**config.mk**
```make
export PLATFORM = sky130hd
export DESIGN_NAME = ogn_div
export DESIGN_NICKNAME = d
export VERILOG_FILES = /design/src/hw/rtl/ogn_div.sv
export SDC_FILE = /design/constraint.sdc
export NUM_CORES = 1
export LEC_CHECK = 0
export ABC_AREA = 0
export BUFFER_PORTS_ARGS = -buffer_cell sky130_fd_sc_hd__buf_2
export CELL_PAD_IN_SITES_DETAIL_PLACEMENT = 1
export CELL_PAD_IN_SITES_GLOBAL_PLACEMENT = 2
export CORE_MARGIN = 3
export CORE_UTILIZATION = 36
export DETAILED_ROUTE_END_ITERATION = 8
export PLACE_DENSITY = 0.95
export SETUP_SLACK_MARGIN = 0.2
export SLEW_MARGIN = 20
export SYNTH_ARGS = -nofsm -noshare
export SYNTH_HDL_FRONTEND = slang
export SYNTH_SLANG_ARGS = --single-unit
```
**constraint.sdc**
```tcl
create_clock -name aclk -period 4.1 [get_ports aclk]
set_clock_uncertainty 0.1 [all_clocks]
set_input_delay 0.205 -clock aclk [delete_from_list [all_inputs] [get_ports aclk]]
set_output_delay 0.205 -clock aclk [all_outputs]
set_load 0.02 [all_outputs]
```
**src/hw/rtl/ogn_div.sv**
```systemverilog
// ============================================================================
// ogn_div: restoring divider, one quotient bit per cycle
// Gives quotient and remainder of an unsigned dividend by an unsigned divisor.
// ============================================================================
`default_nettype none

module ogn_div #(
    parameter int DVD_W = 39,
    parameter int DVS_W = 21
) (
    input  wire              aclk,
    input  wire              aresetn,
    input  wire              start,
    input  wire [DVD_W-1:0]  dividend,
    input  wire [DVS_W-1:0]  divisor,
    output logic             done,
    output logic [DVD_W-1:0] quotient,
    output logic [DVS_W-1:0] remainder
);

    localparam int CNT_W = (DVD_W > 1) ? $clog2(DVD_W) : 1;

    logic             busy_reg;
    logic             done_reg;
    logic [CNT_W-1:0] cnt_reg;
    logic [DVD_W-1:0] quo_reg;
    logic [DVS_W-1:0] rem_reg;
    logic [DVS_W-1:0] dvs_reg;

    logic [DVS_W:0]   trial;
    logic [DVS_W:0]   trial_sub;
    logic             fits;

    assign trial     = {rem_reg, quo_reg[DVD_W-1]};
    assign trial_sub = trial - {1'b0, dvs_reg};
    assign fits      = (trial >= {1'b0, dvs_reg});

    always_ff @(posedge aclk) begin
        if (!aresetn) begin
            busy_reg <= 1'b0;
            done_reg <= 1'b0;
            cnt_reg  <= '0;
        end else begin
            done_reg <= 1'b0;
            if (start) begin
                busy_reg <= 1'b1;
                cnt_reg  <= '0;
            end else if (busy_reg) begin
                cnt_reg <= cnt_reg + 1'b1;
                if (cnt_reg == CNT_W'(DVD_W - 1)) begin
                    busy_reg <= 1'b0;
                    done_reg <= 1'b1;
                end
            end
        end
    end

    always_ff @(posedge aclk) begin
        if (start) begin
            quo_reg <= dividend;
            rem_reg <= '0;
            dvs_reg <= divisor;
        end else if (busy_reg) begin
            quo_reg <= {quo_reg[DVD_W-2:0], fits};
            rem_reg <= fits ? trial_sub[DVS_W-1:0] : trial[DVS_W-1:0];
        end
    end

    assign done      = done_reg;
    assign quotient  = quo_reg;
    assign remainder = rem_reg;

endmodule

`default_nettype wire

```
==> run summary <==
The cell leakage power came out at 2.568 nW. For the worst setup path, the data required time is 4230 ps. The overall die area came out at 14,380 sq um. Port buffering added 123 buffers. The most numerous cell type found on the critical path is inv_1. The number of antenna diodes in the final layout is 0. The library cells used most frequently in the layout, excluding fill and tap cells, are 122 x buf_2, 60 x edfxtp_1, 39 x mux2_2. Of the total synthesized cell area, the portion taken by AND, OR, NAND and NOR gates is 0.1031. The number of remaining DRC errors came out at 0. The total setup buffers inserted after CTS came out at 0. The synthesized-area fraction occupied by ao, oa, aoi and oai cells came out at 0.1427. The number of global-route vias before repair came to 4,108. The largest total area in the synthesized netlist belongs to edfxtp_1.

The classification of the worst setup path is register to register. After synthesis, the share of flip-flops with an asynchronous set or reset is 0. The post-synthesis share of cell area spent on xor and xnor gates is 0.03561. From left edge to right edge, the die measures 119.9 um. The fraction of layout cells with a size suffix above 1 came out at 0.3404. The number of failing hold endpoints at the final stage was 0. The register with the most flip-flops in the layout has 39 of them.

The actual slew at the worst max-slew pin came out at 647.3 ps. Using the TritonRoute via totals, the vias-per-cell ratio works out to 5.114. The tightest min-delay check is of the input port to register type.

The die is 119.9 um tall. CTS built an H-tree with a depth of 3. Setup repair after global routing left no endpoint under its margin. For this run, the number of Yosys warnings is 0. The number of antenna violations at the first check in global routing came out at 0. The worst pin sits at a relative slew slack of 0.5680. The weighted congestion reported at the end of routability-driven placement is 0.8774. The routed via count came out at 3,759.

Synthesis instantiated 48 different standard cells from the library. Synthesis produced 415 cells. By area, the combinational part of the netlist is dominated by compound AO/OA/AOI/OAI gates. The maximum clock rate is 303.4 MHz. The post-detailed-route wirelength per cell came out at 17.04 um.

The synthesized netlist net count came out at 502. The setup-violating endpoint count in the final report came out at 0. The starting utilization of the core area came out at 0.3780.

The final net count is 649. The row count is 40. The buffer levels on the longest clock path came out at 2. The top cell type's share of synthesized area came out at 0.3855.

A synthesized cell averages 11.26 sq um. The relative area change from synthesis to final layout is 27.58%. Walking the worst path, the cells encountered are inv_1 -> ha_1 -> inv_1 -> fa_1 -> a21o_1 -> a221o_1 -> o2111ai_2 -> o211a_1 -> buf_4 -> nor2_1 -> a211oi_1 -> nor3_1. The total wire length is 12,530 um.

On the critical path, the stage with the largest delay is an instance of o211a_1. The mux cell area share after synthesis is 0.1025. The library cell used most frequently in the layout, excluding fill and tap cells, is buf_2. The number of DRC markers after the initial detailed-route iteration is 138. The post-synthesis cell area is 4673 sq um.

The clock-pin transition on the worst setup and hold timing paths is 70 ps. The number of fillers in the final layout is 1,373. After synthesis the netlist holds a flip-flop and latch count of 89. The clock period could shrink to 3295 ps.

STA classifies the critical path endpoint as a register. TritonCTS created 9 clock buffers. TritonCTS built the clock tree. The placed instance area came out at 5451 sq um. The flow ran to the end, and the final reports show no timing, DRC or antenna violations. The longest individual stage delay on the worst path is 500 ps.

The half-perimeter wire length after placement is 9529 um. The total congestion overflow after global routing is 0. Before CTS, the worst setup slack after placement is 820.1 ps. The count of nets left with antenna violations once routing finished came out at 0. By area the synthesized netlist is led by edfxtp_1 39%, dfxtp_1 12%, mux2_2 9.4%. The root buffer cell chosen for the clock tree is clkbuf_16. In the finished design, the share of the clock period the worst path needs comes to 0.8038. The total global routing track utilization came out at 0.1789.

The utilization after layout is 0.4823. The number of synthesized flops with an enable pin is 60. The setup total negative slack is 0 ps. The number of optimization iterations in the first detailed-route pass came out at 4.

Of the total synthesized cell area, the portion taken by full adders, half adders and majority gates is 0.06586. The largest vdd supply drop is 0.1991 mV. The area of the core is 12,360 sq um.

The number of max-cap violations came out at 0. The clock sink count is 89. STA classifies the critical path startpoint as a register.

The signal arrival time at the worst endpoint came out at 3420 ps. The final cell area excluding filler cells is 5962 sq um. The clock latency of the later-clocked register in the worst-skew pair is 350 ps. In this run the power density over the cells is 393.7 nW/um^2.

Overall power consumption after layout is estimated at 0.002347 W. Of all nets on the critical path, the largest fanout is 15. The number of pins exceeding their max-slew limit in the final report is 0. The I/O pin count came out at 124.

The global-route wire length before repair is 20,620 um. The most frequently used flop master after synthesis is edfxtp_1. The worst-case setup margin in the final layout is 804.6 ps. Of the synthesized area, sequential elements account for 0.5098.

The largest net degree at the start of global routing is 44.
[report_power, final]
group / internal, W / switching [W] / total (W)
Sequential: 0.00104 / 0.0000411 / 0.00108
Combinational: 0.000195 / 0.000270 / 0.000465
Clock: 0.000421 / 0.000379 / 0.000800
[critical path: cells and delay by family (launching register included)]
family | cells | cell delay [ps]
compound gates | 5 | 1550
fa+ha+maj | 2 | 560
buf+inv | 3 | 410
flops | 1 | 410
simple gates | 2 | 130
[cell families after synthesis]
| logic type | Yosys count |
|---|---|
| AO/OA/AOI/OAI | 95 |
| XOR/XNOR | 19 |
| adder cells (fa/ha/maj) | 24 |
| buffers and inverters | 42 |
| flip-flops | 89 |
| multiplexers | 43 |
| AND/OR/NAND/NOR | 103 |
[Yosys cell counts (2+ instances only)]
cell      instances
a22oi_1           2
a32oi_1           5
a21o_1            6
nand3_1           2
o21ai_0          20
xor2_1           14
nor2b_1           3
nor3_1            9
ha_1             23
a211oi_1          6
or3_1             4
a311oi_1          3
mux2_2           39
nor2_1           35
dfxtp_1          29
and3_1            6
and4_1            2
o211ai_1          3
edfxtp_1         60
nor3b_1           2
nand4_1           4
a311oi_2          3
nand2b_1          5
clkbuf_1          9
o21ai_1           3
a21oi_1          25
mux2i_1           4
xnor2_1           5
nand2_1          29
o21a_1            3
a211oi_2          5
buf_6             4
a221o_1           2
inv_1            27
[routing by layer]
| layer | wire (um) | part of all wire | GRT usage |
|---|---|---|---|
| met5 | 0 | 0 | 0 |
| met2 | 6139 | 0.49 | 0.3049 |
| met1 | 5270 | 0.42 | 0.2095 |
| met3 | 945 | 0.075 | 0.07304 |
| met4 | 172 | 0.014 | 0.04438 |
[final cells by class]
type	count	area, sq um	area share
Tap cell	168	210.2	0.03526
Clock inverter	7	57.56	0.009654
Sequential cell	89	2382	0.3996
Multi-Input combinational cell	284	2102	0.3526
Clock buffer	9	225.2	0.03778
Inverter	27	101.3	0.01700
Timing Repair Buffer	151	883.3	0.1482
[path summary, 6_finish.rpt]
check / start / endpoint / slack [ps] / depth (start not counted)
hold / removal: dividend[21] / quotient[21] / 50 / 2
setup reg to reg: quotient[38] / remainder[0] / 800 / 12
setup / recovery: quotient[38] / remainder[0] / 800 / 12
hold reg to reg: cnt_reg[5] / cnt_reg[5] / 390 / 2
[through the flow]
| step | cells | hold WS [ps] |
|---|---|---|
| 6_report | 735 | 49.56 |
| 5_1_grt | 735 | 36.10 |
| 4_1_cts | 734 | 33.63 |
| 3_5_place_dp | 696 | 283.8 |
| 3_3_place_gp | 696 | 282.7 |
| 2_1_floorplan | 415 | 203.9 |
[timing repair]
action                    4_1_cts  5_1_grt
resized for setup               0        0
hold endpoints to repair       22        0
hold buffers                   22        0
No activity file was read; power rests on OpenSTA's default activity.
